<file path="config.mk">
export PLATFORM = sky130hd
export DESIGN_NAME = idle_screen_blanker_control_top
export DESIGN_NICKNAME = d
export VERILOG_FILES = /design/src/hdl/isbc_pkg.sv /design/src/hdl/isbc_step.sv /design/src/hdl/idle_screen_blanker_control_top.sv
export SDC_FILE = /design/constraint.sdc
export NUM_CORES = 1
export LEC_CHECK = 0
export BUFFER_PORTS_ARGS = -buffer_cell sky130_fd_sc_hd__buf_2
export CORE_MARGIN = 1
export CORE_UTILIZATION = 56
export CTS_BUF_LIST = sky130_fd_sc_hd__clkbuf_16
export DETAILED_ROUTE_END_ITERATION = 10
export GPL_TIMING_DRIVEN = 0
export PLACE_DENSITY_LB_ADDON = 0.2
export REMOVE_ABC_BUFFERS = 1
export SYNTH_ARGS = -nofsm -noshare
export SYNTH_HDL_FRONTEND = slang
export SYNTH_SLANG_ARGS = --single-unit
</file>
<file path="constraint.sdc">
create_clock -name i_clk -period 9.1 [get_ports i_clk]
set_input_delay 1.82 -clock i_clk [delete_from_list [all_inputs] [get_ports i_clk]]
set_output_delay 1.82 -clock i_clk [all_outputs]
set_load 0.1 [all_outputs]
</file>
<file path="src/hdl/isbc_pkg.sv">
`default_nettype none

package isbc_pkg;

    localparam int unsigned CHECK_INTERVAL = 20;
    localparam int unsigned SLEEP_DELAY    = 120;
    localparam int unsigned WAKE_HOLDOFF   = 60;
    localparam int unsigned CORNER_SIZE    = 8;

    localparam int unsigned TICK_W     = 32;
    localparam int unsigned LIMIT_W    = 31;
    localparam int unsigned POS_W      = 16;
    localparam int unsigned SIZE_W     = 12;
    localparam int unsigned CFG_IDX_W  = 3;
    localparam int unsigned CFG_DATA_W = 31;

    typedef enum logic [1:0] {
        CMD_POLL    = 2'd0,
        CMD_EVENT   = 2'd1,
        CMD_CONTROL = 2'd2,
        CMD_NOP     = 2'd3
    } t_cmd;

    typedef enum logic [1:0] {
        OP_WAKE    = 2'd0,
        OP_SLEEP   = 2'd1,
        OP_ENABLE  = 2'd2,
        OP_DISABLE = 2'd3
    } t_ctrl_op;

    typedef enum logic [1:0] {
        CORNER_TL = 2'd0,
        CORNER_TR = 2'd1,
        CORNER_BR = 2'd2,
        CORNER_BL = 2'd3
    } t_corner;

    typedef enum logic [CFG_IDX_W-1:0] {
        CFG_IDLE_TICKS    = 3'd0,
        CFG_REFRESH_TICKS = 3'd1,
        CFG_SLEEP_CORNER  = 3'd2,
        CFG_WAKE_CORNER   = 3'd3,
        CFG_MENUBAR_FIX   = 3'd4,
        CFG_SCREEN_WIDTH  = 3'd5,
        CFG_SCREEN_HEIGHT = 3'd6,
        CFG_START_ENABLED = 3'd7
    } t_cfg_index;

    localparam logic [3:0] EVT_INPUT_FIRST = 4'd1;
    localparam logic [3:0] EVT_INPUT_LAST  = 4'd5;
    localparam logic [3:0] EVT_UPDATE      = 4'd7;

    typedef struct packed {
        logic [LIMIT_W-1:0] idle_ticks;
        logic [LIMIT_W-1:0] refresh_ticks;
        t_corner            sleep_corner;
        t_corner            wake_corner;
        logic               menubar_fix;
        logic [SIZE_W-1:0]  screen_width;
        logic [SIZE_W-1:0]  screen_height;
    } t_cfg;

    localparam t_cfg CFG_RESET = '{
        idle_ticks:    31'd18000,
        refresh_ticks: 31'd1800,
        sleep_corner:  CORNER_TL,
        wake_corner:   CORNER_TR,
        menubar_fix:   1'b0,
        screen_width:  12'd640,
        screen_height: 12'd480
    };

    localparam logic START_ENABLED_RESET = 1'b1;

    typedef struct packed {
        t_cmd              cmd;
        logic [TICK_W-1:0] now;
        logic [POS_W-1:0]  mouse_x;
        logic [POS_W-1:0]  mouse_y;
        logic              menubar_visible;
        logic [3:0]        event_code;
        t_ctrl_op          control_op;
    } t_item;

    typedef struct packed {
        logic [TICK_W-1:0] last_check_time;
        logic [TICK_W-1:0] last_activity_time;
        logic [TICK_W-1:0] last_refresh_time;
        logic [POS_W-1:0]  prev_mouse_x;
        logic [POS_W-1:0]  prev_mouse_y;
        logic              in_sleep_corner;
        logic              blanked;
        logic              want_sleep;
        logic              want_wake;
        logic              enabled;
    } t_state;

    localparam t_state STATE_RESET = '{
        last_check_time:    32'd0,
        last_activity_time: 32'd0,
        last_refresh_time:  32'd0,
        prev_mouse_x:       16'd0,
        prev_mouse_y:       16'd0,
        in_sleep_corner:    1'b0,
        blanked:            1'b0,
        want_sleep:         1'b0,
        want_wake:          1'b0,
        enabled:            START_ENABLED_RESET
    };

    typedef struct packed {
        logic restore_screen;
        logic blank_screen;
        logic swallow_event;
        logic saver_enabled;
        logic screen_blanked;
    } t_result;

endpackage

`default_nettype wire

</file>
<file path="src/hdl/isbc_step.sv">
`default_nettype none

module isbc_step (
    input  wire isbc_pkg::t_cfg    i_cfg,
    input  wire isbc_pkg::t_state  i_state,
    input  wire isbc_pkg::t_item   i_item,
    output isbc_pkg::t_state       o_state,
    output isbc_pkg::t_result      o_result
);

    localparam int unsigned PW = 18;

    // signed tick difference greater than an unsigned limit
    function automatic logic ticks_gt(input logic [isbc_pkg::TICK_W-1:0] diff,
                                      input logic [isbc_pkg::LIMIT_W-1:0] lim);
        logic signed [isbc_pkg::TICK_W:0] d;
        logic signed [isbc_pkg::TICK_W:0] l;
        d = $signed({diff[isbc_pkg::TICK_W-1], diff});
        l = $signed({2'b00, lim});
        return d > l;
    endfunction

    function automatic logic in_corner(input isbc_pkg::t_corner corner,
                                       input logic [isbc_pkg::POS_W-1:0] x,
                                       input logic [isbc_pkg::POS_W-1:0] y,
                                       input logic [isbc_pkg::SIZE_W-1:0] w,
                                       input logic [isbc_pkg::SIZE_W-1:0] h);
        logic signed [PW-1:0] cs;
        logic signed [PW-1:0] xe;
        logic signed [PW-1:0] ye;
        logic signed [PW-1:0] we;
        logic signed [PW-1:0] he;
        logic signed [PW-1:0] lo_x;
        logic signed [PW-1:0] hi_x;
        logic signed [PW-1:0] lo_y;
        logic signed [PW-1:0] hi_y;
        logic                 right;
        logic                 bottom;
        cs = $signed(PW'(isbc_pkg::CORNER_SIZE));
        xe = PW'($signed(x));
        ye = PW'($signed(y));
        we = $signed({{(PW-isbc_pkg::SIZE_W){1'b0}}, w});
        he = $signed({{(PW-isbc_pkg::SIZE_W){1'b0}}, h});
        right  = (corner == isbc_pkg::CORNER_TR) || (corner == isbc_pkg::CORNER_BR);
        bottom = (corner == isbc_pkg::CORNER_BR) || (corner == isbc_pkg::CORNER_BL);
        lo_x = right ? we - cs : -$signed(PW'(1));
        hi_x = right ? we : cs - $signed(PW'(1));
        lo_y = bottom ? he - cs : -$signed(PW'(1));
        hi_y = bottom ? he : cs - $signed(PW'(1));
        return (xe >= lo_x) && (xe <= hi_x) && (ye >= lo_y) && (ye <= hi_y);
    endfunction

    isbc_pkg::t_state n_state;
    logic             restore;
    logic             blank;
    logic             swallow;
    logic             moved;
    logic             in_sleep;
    logic             in_wake;
    logic             input_evt;

    always_comb begin
        n_state   = i_state;
        restore   = 1'b0;
        blank     = 1'b0;
        swallow   = 1'b0;
        moved     = (i_item.mouse_x != i_state.prev_mouse_x)
                  || (i_item.mouse_y != i_state.prev_mouse_y);
        in_sleep  = in_corner(i_cfg.sleep_corner, i_item.mouse_x, i_item.mouse_y,
                              i_cfg.screen_width, i_cfg.screen_height);
        in_wake   = in_corner(i_cfg.wake_corner, i_item.mouse_x, i_item.mouse_y,
                              i_cfg.screen_width, i_cfg.screen_height);
        input_evt = ((i_item.event_code >= isbc_pkg::EVT_INPUT_FIRST)
                  && (i_item.event_code <= isbc_pkg::EVT_INPUT_LAST))
                  || (i_item.event_code == isbc_pkg::EVT_UPDATE);

        case (i_item.cmd)
            isbc_pkg::CMD_POLL: begin
                if (ticks_gt(i_item.now - i_state.last_check_time,
                             isbc_pkg::LIMIT_W'(isbc_pkg::CHECK_INTERVAL))) begin
                    n_state.last_check_time = i_item.now;
                    if (moved) begin
                        n_state.prev_mouse_x       = i_item.mouse_x;
                        n_state.prev_mouse_y       = i_item.mouse_y;
                        n_state.last_activity_time = i_item.now;
                        n_state.in_sleep_corner    = 1'b0;
                        if (i_state.blanked) begin
                            n_state.want_wake = 1'b1;
                        end
                    end
                    if (!i_state.blanked) begin
                        if (!n_state.in_sleep_corner && in_sleep) begin
                            n_state.in_sleep_corner    = 1'b1;
                            n_state.last_activity_time = n_state.last_activity_time
                                - {1'b0, i_cfg.idle_ticks}
                                + isbc_pkg::TICK_W'(isbc_pkg::SLEEP_DELAY);
                        end else if (in_wake) begin
                            n_state.last_activity_time = i_item.now;
                        end
                        if (ticks_gt(i_item.now - n_state.last_activity_time,
                                     i_cfg.idle_ticks)) begin
                            n_state.want_sleep = 1'b1;
                        end
                    end else if (!n_state.want_wake) begin
                        if (ticks_gt(i_item.now - i_state.last_refresh_time,
                                     i_cfg.refresh_ticks)) begin
                            n_state.last_refresh_time = i_item.now;
                            n_state.want_sleep        = 1'b1;
                        end
                        if (i_cfg.menubar_fix && i_item.menubar_visible) begin
                            n_state.want_sleep = 1'b1;
                        end
                    end else begin
                        n_state.want_wake          = 1'b0;
                        n_state.blanked            = 1'b0;
                        n_state.last_activity_time = i_item.now
                            + isbc_pkg::TICK_W'(isbc_pkg::WAKE_HOLDOFF);
                        restore                    = 1'b1;
                    end
                    if (n_state.want_sleep && n_state.enabled) begin
                        n_state.blanked           = 1'b1;
                        n_state.want_sleep        = 1'b0;
                        n_state.last_refresh_time = i_item.now;
                        blank                     = 1'b1;
                    end
                end
            end
            isbc_pkg::CMD_EVENT: begin
                if (input_evt) begin
                    n_state.last_activity_time = i_item.now;
                    n_state.in_sleep_corner    = 1'b0;
                    if (i_state.blanked) begin
                        swallow           = (i_item.event_code != isbc_pkg::EVT_UPDATE);
                        n_state.want_wake = 1'b1;
                    end
                end
            end
            isbc_pkg::CMD_CONTROL: begin
                case (i_item.control_op)
                    isbc_pkg::OP_WAKE: begin
                        if (i_state.blanked) begin
                            n_state.want_wake = 1'b1;
                        end
                    end
                    isbc_pkg::OP_SLEEP: begin
                        if (i_state.enabled) begin
                            n_state.want_sleep = 1'b1;
                        end
                    end
                    isbc_pkg::OP_ENABLE: begin
                        n_state.enabled    = 1'b1;
                        n_state.want_sleep = 1'b0;
                    end
                    default: begin
                        if (i_state.blanked) begin
                            n_state.want_wake = 1'b1;
                        end
                        n_state.enabled = 1'b0;
                    end
                endcase
            end
            default: begin
            end
        endcase
    end

    assign o_state                 = n_state;
    assign o_result.restore_screen = restore;
    assign o_result.blank_screen   = blank;
    assign o_result.swallow_event  = swallow;
    assign o_result.saver_enabled  = n_state.enabled;
    assign o_result.screen_blanked = n_state.blanked;

endmodule

`default_nettype wire

</file>
<file path="src/hdl/idle_screen_blanker_control_top.sv">
// Screen blanking controller.
// Input channel: i_in_valid / o_in_stall with one item per transfer (kind,
// tick count, mouse position, menu bar flag, event code, control op).
// Output channel: o_out_valid / i_out_stall, one result per input item,
// carrying restore, blank, swallow and the enabled / blanked status.
// Configuration: i_cfg_we writes i_cfg_data to the setting at i_cfg_index;
// the user must write only while no item is in flight; the block does not enforce it.
// Each item passes one input register, then the state update writes the
// result register.
// Throughput is one item per cycle while no result is stalled; the state
// update is a single pass of flag logic and 32-bit tick compares.
// A stalled result holds in the output register while one more item waits
// in the input register; after that o_in_stall rises.
// Synchronous reset restores the default settings, clears all times,
// mouse position and flags, and sets the saver enabled.
`default_nettype none

module idle_screen_blanker_control_top (
    input  wire                                  i_clk,
    input  wire                                  i_rst_n,
    input  wire                                  i_in_valid,
    output logic                                 o_in_stall,
    input  wire  [1:0]                           i_cmd,
    input  wire  [isbc_pkg::TICK_W-1:0]          i_now,
    input  wire  signed [isbc_pkg::POS_W-1:0]    i_mouse_x,
    input  wire  signed [isbc_pkg::POS_W-1:0]    i_mouse_y,
    input  wire                                  i_menubar_visible,
    input  wire  [3:0]                           i_event_code,
    input  wire  [1:0]                           i_control_op,
    output logic                                 o_out_valid,
    input  wire                                  i_out_stall,
    output logic                                 o_restore_screen,
    output logic                                 o_blank_screen,
    output logic                                 o_swallow_event,
    output logic                                 o_saver_enabled,
    output logic                                 o_screen_blanked,
    input  wire                                  i_cfg_we,
    input  wire  [isbc_pkg::CFG_IDX_W-1:0]       i_cfg_index,
    input  wire  [isbc_pkg::CFG_DATA_W-1:0]      i_cfg_data
);

    isbc_pkg::t_cfg    r_cfg;
    isbc_pkg::t_state  r_state;
    isbc_pkg::t_state  n_state;
    isbc_pkg::t_item   r_item;
    isbc_pkg::t_result r_result;
    isbc_pkg::t_result n_result;
    logic              r_s1_valid;
    logic              r_out_valid;
    logic              out_ready;
    logic              s1_ready;
    logic              advance;

    assign out_ready  = !r_out_valid || !i_out_stall;
    assign s1_ready   = !r_s1_valid || out_ready;
    assign advance    = r_s1_valid && out_ready;
    assign o_in_stall = !s1_ready;

    isbc_step u_step (
        .i_cfg    (r_cfg),
        .i_state  (r_state),
        .i_item   (r_item),
        .o_state  (n_state),
        .o_result (n_result)
    );

    always_ff @(posedge i_clk) begin
        if (!i_rst_n) begin
            r_s1_valid    <= 1'b0;
            r_out_valid   <= 1'b0;
            r_cfg         <= isbc_pkg::CFG_RESET;
            r_state       <= isbc_pkg::STATE_RESET;
        end else begin
            if (s1_ready) begin
                r_s1_valid <= i_in_valid;
            end
            if (out_ready) begin
                r_out_valid <= r_s1_valid;
            end
            if (advance) begin
                r_state <= n_state;
            end
            if (i_cfg_we) begin
                case (i_cfg_index)
                    isbc_pkg::CFG_IDLE_TICKS:    r_cfg.idle_ticks    <= i_cfg_data;
                    isbc_pkg::CFG_REFRESH_TICKS: r_cfg.refresh_ticks <= i_cfg_data;
                    isbc_pkg::CFG_SLEEP_CORNER:
                        r_cfg.sleep_corner <= isbc_pkg::t_corner'(i_cfg_data[1:0]);
                    isbc_pkg::CFG_WAKE_CORNER:
                        r_cfg.wake_corner <= isbc_pkg::t_corner'(i_cfg_data[1:0]);
                    isbc_pkg::CFG_MENUBAR_FIX:   r_cfg.menubar_fix   <= i_cfg_data[0];
                    isbc_pkg::CFG_SCREEN_WIDTH:
                        r_cfg.screen_width <= i_cfg_data[isbc_pkg::SIZE_W-1:0];
                    isbc_pkg::CFG_SCREEN_HEIGHT:
                        r_cfg.screen_height <= i_cfg_data[isbc_pkg::SIZE_W-1:0];
                    // start value only matters at reset, which reloads the default
                    default: begin
                    end
                endcase
            end
        end
    end

    always_ff @(posedge i_clk) begin
        if (s1_ready && i_in_valid) begin
            r_item.cmd             <= isbc_pkg::t_cmd'(i_cmd);
            r_item.now             <= i_now;
            r_item.mouse_x         <= i_mouse_x;
            r_item.mouse_y         <= i_mouse_y;
            r_item.menubar_visible <= i_menubar_visible;
            r_item.event_code      <= i_event_code;
            r_item.control_op      <= isbc_pkg::t_ctrl_op'(i_control_op);
        end
        if (advance) begin
            r_result <= n_result;
        end
    end

    assign o_out_valid      = r_out_valid;
    assign o_restore_screen = r_result.restore_screen;
    assign o_blank_screen   = r_result.blank_screen;
    assign o_swallow_event  = r_result.swallow_event;
    assign o_saver_enabled  = r_result.saver_enabled;
    assign o_screen_blanked = r_result.screen_blanked;

    // status in a waiting result matches the state it left behind
    a_status_tracks_state: assert property (@(posedge i_clk) disable iff (!i_rst_n)
        r_out_valid |-> (r_result.screen_blanked == r_state.blanked)
                     && (r_result.saver_enabled == r_state.enabled))
        else $error("result status differs from controller state");

    // a blank in this step always leaves the screen blanked
    a_blank_sets_blanked: assert property (@(posedge i_clk) disable iff (!i_rst_n)
        r_out_valid && r_result.blank_screen |-> r_result.screen_blanked)
        else $error("blank without blanked status");

    // a swallowed event always leaves a wake request pending
    a_swallow_wakes: assert property (@(posedge i_clk) disable iff (!i_rst_n)
        r_out_valid && r_result.swallow_event |-> r_state.want_wake)
        else $error("swallowed event without wake request");

    // an empty input register never stalls the sender
    a_no_stall_when_empty: assert property (@(posedge i_clk) disable iff (!i_rst_n)
        !r_s1_valid |-> !o_in_stall)
        else $error("input stalled while input register empty");

endmodule

`default_nettype wire
</file>
; Word-level counts from Yosys, hierarchy flattened
; Cells that the tools add are included.
[op_classes]
add_sub_neg = 8
mul = 0
n_div = 0
n_lt_le_gt_ge = 13
eq_ne = 27
shifts = 0
n_mux = 58
bitwise_logic = 0
reduce_logical = 51
[op_table]
columns = op, n
row1 = $mux W32, 15
row2 = $mux W100, 1
row3 = $mux W33, 3
row4 = $sub A32 B32 Y32, 3
row5 = $ge A16 B18 Y1, 4
row6 = $mux W18, 4
row7 = $gt A32 B32 Y1, 2
row8 = $le A16 B13 Y1, 4
row9 = $pmux W32 S2, 1
row10 = $mux W12, 4
row11 = $add A32 B6 Y32 const B, 1
row12 = $add A32 B7 Y32 const B, 1
row13 = $gt A32 B6 Y1 const B, 1
row14 = $ne A16 B16 Y1, 2
row15 = $sub A32 B31 Y32, 1
row16 = $sub A12 B4 Y13 const B, 2
row17 = $mux W1, 24
row18 = $reduce_and A2 Y1, 8
row19 = $eq A2 B2 Y1 const B, 6
row20 = $logic_and A1 B1 Y1, 12
row21 = $reduce_and A5 Y1, 2
row22 = $eq A3 B3 Y1 const B, 3
row23 = $reduce_and A3 Y1, 3
row24 = $eq A2 B1 Y1 const B, 4
row25 = other kinds (22), 46
[totals]
register_bits = 304
latch_bits = 0
ram_bits = 0
rom_bits = 0
inputBits = 112
out_inout_bits = 7
n_memories = 0

; Depth between registers and ports, before layout
[depth]
ltp_word = 22
ltp_mapped = 45
depth_no_buf = 41

; Cells and area by module
; From an unflattened synthesis, not the netlist that was laid out.
[hier_totals]
hier_cells = 3427
hier_area_um2 = 27592.7
[by_module_without_submodules]
columns = mod, instances, cells_per_inst, area_each_um2, seq_area_each_um2
row1 = isbc_step, 1, 2417, 16455.8, 0.0
row2 = idle_screen_blanker_control_top, 1, 1010, 11136.9, 6866.6

; Least setup slack after synthesis
; No wires, ideal clock.
[synth_timing]
path_type = register -> register
from = reg r_item[10] (netlist bit)
to = reg r_state[44] (netlist bit)
setup_time_ns = 0.072
arrival_time_ns = 8.252
t_required_ns = 9.028
path_slack_ns = 0.777
path_stages_with_launch = 42
synth_period_minus_slack_ns = 8.323
cell_sequence = edfxtp_1 -> xor2_1 -> nor4_1 -> nand4_1 -> nor2_1 -> clkbuf_1 -> clkbuf_1 -> clkbuf_1 -> nand2_1 -> o21ai_0 -> ha_1 -> ha_1 -> a211oi_1 -> o211ai_1 -> nand4_1 -> and4_1 -> o41ai_1 -> a31oi_1 -> [... 6 more ...] -> nand2_1 -> a21o_1 -> o31ai_1 -> o21ai_0 -> a21o_1 -> a21oi_1 -> xnor2_1 -> ha_1 -> nand4_1 -> nor2_1 -> nand3_1 -> nor4_1 -> nor3_1 -> o21ai_0 -> or3b_4 -> a211oi_4 -> buf_8 -> mux2i_1
[synth_via]
elab_chain_cells = 20
word_cells_on_any_way = 41
cone_classes = 3 x add/sub / 5 x order compare / 2 x eq/ne / 20 x mux / 11 x reduce/logical
[synth_rtl]
columns = item, line_no
row1 = start: declaration, idle_screen_blanker_control_top.sv:45  ; isbc_pkg::t_item r_item;
row2 = $ne A16 B16 Y1, isbc_step.sv:68  ; || (i_item.mouse_y != i_state.prev_mouse_y);
row3 = $logic_or A1 B1 Y1, isbc_step.sv:68
row4 = $mux W32 / $mux W33 (equally long branches), isbc_step.sv:82  ; if (moved) begin
row5 = $mux W32 / $mux W33 (equally long branches), isbc_step.sv:79  ; if (ticks_gt(i_item.now - i_state.last_check_time,
row6 = $mux W32 / $mux W33 (equally long branches), isbc_step.sv:77  ; case (i_item.cmd)
row7 = $sub A32 B31 Y32 / $logic_not A1 Y1 (equally long branches), "isbc_step.sv:95, isbc_step.sv:92"
row8 = $add A32 B7 Y32 / $logic_and A1 B1 Y1 (equally long branches), "isbc_step.sv:96, isbc_step.sv:92"
row9 = $mux W32, isbc_step.sv:92  ; if (!n_state.in_sleep_corner && in_sleep) begin
row10 = [... 4 more ...], n/a
row11 = $gt A32 B32 Y1, isbc_step.sv:20  ; return d > l;
row12 = $mux W1, isbc_step.sv:100  ; if (ticks_gt(i_item.now - n_state.last_activity_time,
row13 = $mux W1, isbc_step.sv:91  ; if (!i_state.blanked) begin
row14 = $mux W1, isbc_step.sv:79
row15 = $mux W1, isbc_step.sv:77
row16 = $logic_and A1 B1 Y1, isbc_step.sv:120  ; if (n_state.want_sleep && n_state.enabled) begin
row17 = $ne A2 B2 Y1 (no line) / $reduce_bool A2 Y1 (equally long branches), n/a
row18 = $reduce_and A6 Y1 (no line), n/a
row19 = end signal: assignment, idle_screen_blanker_control_top.sv:72  ; r_state <= isbc_pkg::STATE_RESET;
row20 = end signal: assignment, idle_screen_blanker_control_top.sv:81  ; r_state <= n_state;
row21 = end: declaration, idle_screen_blanker_control_top.sv:43  ; isbc_pkg::t_state r_state;
; Parallel ways exist; a longest one is shown, timed or not. The select of a mux whose other input is x is not followed.
; A chain may end at the register's enable or synchronous reset.

; Worst setup path after layout
[layout_timing]
from = reg r_cfg[5] (netlist bit)
to = reg r_state[64] (netlist bit)
[layout_via]
elab_chain_cells = 19
word_cells_on_any_way = 31
cone_classes = 2 x add/sub / 5 x order compare / 1 x eq/ne / 14 x mux / 9 x reduce/logical
[layout_rtl]
columns = item, line_no
row1 = start: declaration, idle_screen_blanker_control_top.sv:42  ; isbc_pkg::t_cfg r_cfg;
row2 = start signal: assignment, idle_screen_blanker_control_top.sv:71  ; r_cfg <= isbc_pkg::CFG_RESET;
row3 = $sub A12 B4 Y13, isbc_step.sv:48  ; lo_y = bottom ? he - cs : -$signed(PW'(1));
row4 = $mux W18, isbc_step.sv:48
row5 = $ge A16 B18 Y1, isbc_step.sv:50  ; return (xe >= lo_x) && (xe <= hi_x) && (ye >= lo_y) && (ye <= hi_y);
row6 = $logic_and A1 B1 Y1 (2 in a row), isbc_step.sv:50
row7 = $mux W32 / $logic_and A1 B1 Y1 (equally long branches), "isbc_step.sv:97, isbc_step.sv:92"
row8 = $mux W32 *, isbc_step.sv:92
row9 = $mux W32 *, isbc_step.sv:91
row10 = $mux W32 *, isbc_step.sv:79
row11 = [... 2 more ...], n/a
row12 = $gt A32 B32 Y1 *, isbc_step.sv:20
row13 = $mux W1 *, isbc_step.sv:100
row14 = $mux W1 *, isbc_step.sv:91
row15 = $mux W1 *, isbc_step.sv:79
row16 = $mux W1 *, isbc_step.sv:77
row17 = $logic_and A1 B1 Y1 *, isbc_step.sv:120
row18 = $ne A2 B2 Y1 (no line) / $reduce_bool A2 Y1 (equally long branches), n/a
row19 = $reduce_and A6 Y1 (no line), n/a
; Every way passes the cells marked *; elsewhere a longest branch is shown, timed or not. The select of a mux whose other input is x is not followed.

==> flow_metrics.py <==
metrics = {
    "synth": {
        "synth_cell_types": 93,
        "yosys_warnings": 0,
        "synthFlopType": "dfxtp_1",
        "ys_async_sr_fraction": 0,
        "syn_inst": 3141,
        "ys_seq_elements": 304,
        "syn_area_um2": 25700,
        "synth_area_per_cell_um2": 8.19,
        "synth-edff-count": 78,
        "yosysSeqAreaShare": 0.267,
    },
    "finish": {
        "area.growth.synth_to_final_pct": 12.8,
        "mostFrequentLayoutCells": "401 x nand2_1, 321 x ha_1, 258 x nor2_1, 249 x a21oi_1, 222 x dfxtp_1",
        "stdcell_count": 3880,
        "final_common_cell": "nand2_1",
        "drive_gt1_frac": 0.131,
        "nets": 3698,
    },
    "cts": {
        "cts_hold_buffers": 0,
        "path_clk_slew_ns": 0.06,
        "clk_latency_ns": 0.57,
        "clock_path_buffers": 3,
        "clock-sinks": 304,
        "cts-root-buf": "clkbuf_16",
        "htree_levels": 2,
        "cts_buffers": 36,
        "cts_tree": "done",
    },
    "detailed_routing": {
        "via_per_inst": 6.11,
        "vias": 23700,
        "wirelength_um": 76000,
        "postRouteAntennaNets": 0,
        "drt_iter0_markers": 1614,
        "dr.pass1.iters": 7,
        "drc": 0,
        "wl_per_cell_um": 19.6,
    },
    "timing": {
        "fin_skew_ns": 0.0275,
        "min_period_ns": 8.87,
        "final.setup.worst_slack_ns": 0.232,
        "worst_pin_slew_ns": 1.39,
        "fin_tns_setup_ns": 0,
        "finalMaxSlewViolations": 0,
        "finalSetupViolations": 0,
        "fmax_mhz": 113,
        "final.period_utilization": 0.975,
        "hold_viol": 0,
        "slew_headroom": 0.0491,
    },
    "placed_design": {
        "dp_slack_ns": -2.11,
        "gp_congestion": 0.949,
        "dp_hpwl_um": 56000,
        "port_buffers": 118,
        "dp.cells": 3742,
    },
    "floorplanning": {
        "top_level_ports": 119,
        "dieWidth_um": 216,
        "chipHeight_um": 216,
        "core_um2": 45400,
        "initial_core_util": 0.567,
        "die-area_um2": 46800,
        "std_cell_rows": 78,
    },
    "setup_path": {
        "cp-start-kind": "flip-flop",
        "arrival_ns": 9.34,
        "cp_slowest_stage_delay_ns": 0.47,
        "critPathCaptureType": "flip-flop",
        "required_ns": 9.57,
        "crit_path_frequent_cell": "ha_1",
        "cp_max_fo": 13,
        "worst_path_max_delay_cell": "or3b_4",
        "path_class": "flip-flop to flip-flop",
    },
    "job": {
        "maxCapViolCount": 0,
    },
    "global_routing": {
        "track_usage": 0.312,
        "grt_pass1_vias": 22500,
        "antenna_found_initial": 1,
        "grt_max_degree": 101,
        "grt_first_pass_wirelength_um": 117000,
        "grt_overflow": 0,
    },
    "power": {
        "clkPwrFrac": 0.360,
        "switchingPower_uw": 1360,
        "power_frac_comb": 0.279,
        "p_leak_uw": 0.0121,
        "p_int_uw": 2810,
        "power_density_nw_per_um2": 144,
        "pwr-share-seq": 0.361,
        "p_total_uw": 4170,
        "p_sw_frac": 0.326,
        "ir_worst_vdd_v": 0.000149,
    },
    "run_status": {
        "status": "complete, no violations",
    },
    "worst_hold_path": {
        "hold_class": "flip-flop to flip-flop",
    },
}
-- layout make-up --
class | instances | area [µm²]
Fill cell | 3957 | 16400
Tap cell | 600 | 751
Inverter | 209 | 790
Clock inverter | 29 | 275
Sequential cell | 304 | 6870
Clock buffer | 37 | 926
Timing Repair Buffer | 204 | 1520
Antenna cell | 1 | 2.50
Multi-Input combinational cell | 2496 | 17900
-- registers in the layout, indices dropped and copies added, names as in the netlist --
| name | count |
|---|---|
| o_out_valid | 1 |
| r_s1_valid | 1 |
| r_cfg | 91 |
| o_swallow_event | 1 |
| o_screen_blanked | 1 |
| r_state | 133 |
| o_restore_screen | 1 |
| o_saver_enabled | 1 |
| o_blank_screen | 1 |
| r_item | 73 |
-- cell usage after synthesis, drive strengths merged (7+ instances only) --
cell,n,area (µm²)
nand2,403,1510
ha,331,4140
nor2,265,997
a21oi,261,1310
dfxtp,226,4520
inv,208,781
o21ai,142,711
mux2i,135,1350
xor2,99,867
clkbuf,96,378
a21o,85,641
edfxtp,78,2340
xnor2,67,587
nand3,62,310
nor3,50,250
o211ai,48,360
nand2b,43,269
mux2,41,462
nand4,40,250
a31oi,39,250
nor2b,36,225
buf,32,313
a211oi,31,265
and3,25,156
o21a,23,173
a211o,22,194
nor4,20,125
a2111oi,19,185
or3,18,113
o21bai,17,128
or2,14,87.6
o2111ai,11,103
and2,10,62.6
o31ai,10,75.1
a21boi,9,67.6
a2bb2oi,9,78.8
o31a,9,78.8
and4,8,70.1
a31o,7,61.3
-- power groups by stage --
stage	Clock (µW)	Sequential, µW	Combinational, µW
global placement	0	1540	1000
detailed placement	0	1540	1050
global route	1580	1510	1280
CTS	1530	1510	1090
floorplan	0	1510	777
finish	1500	1510	1160
-- worst max-delay path, delay by kind of cell, from the launching register on --
| kind | cells | cell delay (ns) |
|---|---|---|
| simple gates | 13 | 3.13 |
| compound gates | 14 | 2.99 |
| fa+ha+maj | 3 | 0.99 |
| buf+inv | 5 | 0.82 |
| flops | 1 | 0.37 |
| mux | 2 | 0.31 |
| xor+xnor | 1 | 0.10 |
-- cell families (layout without fill, tap and decap cells) --
group                      Yosys count  in the layout  share of synthesized area
and+or+nand+nor                   1018           1020                      0.180
AOI/OAI and AO/OA                  799            799                      0.202
xor gates and xnor gates           166            166                     0.0565
DFF                                304            304                      0.267
muxes                              176            176                     0.0705
other                                0              1                          0
buffers and inverters              343            479                     0.0597
adders and majority gates          335            335                      0.164
-- metrics by stage --
| stage | instance area [µm²] | util | hold slack [ns] |
|---|---|---|---|
| 2_1_floorplan | 25000 | - | 0.435 |
| 3_3_place_gp | 26300 | 0.580 | 0.444 |
| 3_5_place_dp | 26700 | 0.589 | 0.447 |
| 4_1_cts | 28400 | 0.625 | 0.454 |
| 5_1_grt | 29000 | 0.639 | 0.472 |
| 6_report | 29000 | 0.639 | 0.452 |
-- path summary, 6_finish.rpt --
| path | start | endpoint | slack (ns) | cells after the start |
|---|---|---|---|---|
| worst max-delay path | r_cfg[5]$_SDFFE_PN1P_ | r_state[64]$_SDFFE_PN0P_ | 0.23 | 38 |
| worst min-delay path | r_cfg[88]$_SDFFE_PN0P_ | r_cfg[88]$_SDFFE_PN0P_ | 0.45 | 2 |
| worst max register to register | r_cfg[5]$_SDFFE_PN1P_ | r_state[64]$_SDFFE_PN0P_ | 0.23 | 38 |
| worst min register to register | r_cfg[88]$_SDFFE_PN0P_ | r_cfg[88]$_SDFFE_PN0P_ | 0.45 | 2 |
-- per-layer routing --
| metal | global-route usage | wire, µm | vias up |
|---|---|---|---|
| li1 | - | - | 11500 |
| met1 | 0.371 | 31200 | 11200 |
| met2 | 0.551 | 37000 | 797 |
| met3 | 0.0383 | 3960 | 225 |
| met4 | 0.153 | 3750 | 0 |
| met5 | 0 | 0 | - |
-- timing repair --
action                                  CTS  global route
pin swaps                                17            35
endpoints found under the setup margin   36            36
cloned                                    2             2
buffers inserted                         28            39
gates resized for setup                  48            78
Power figures use the tool's default switching activity.
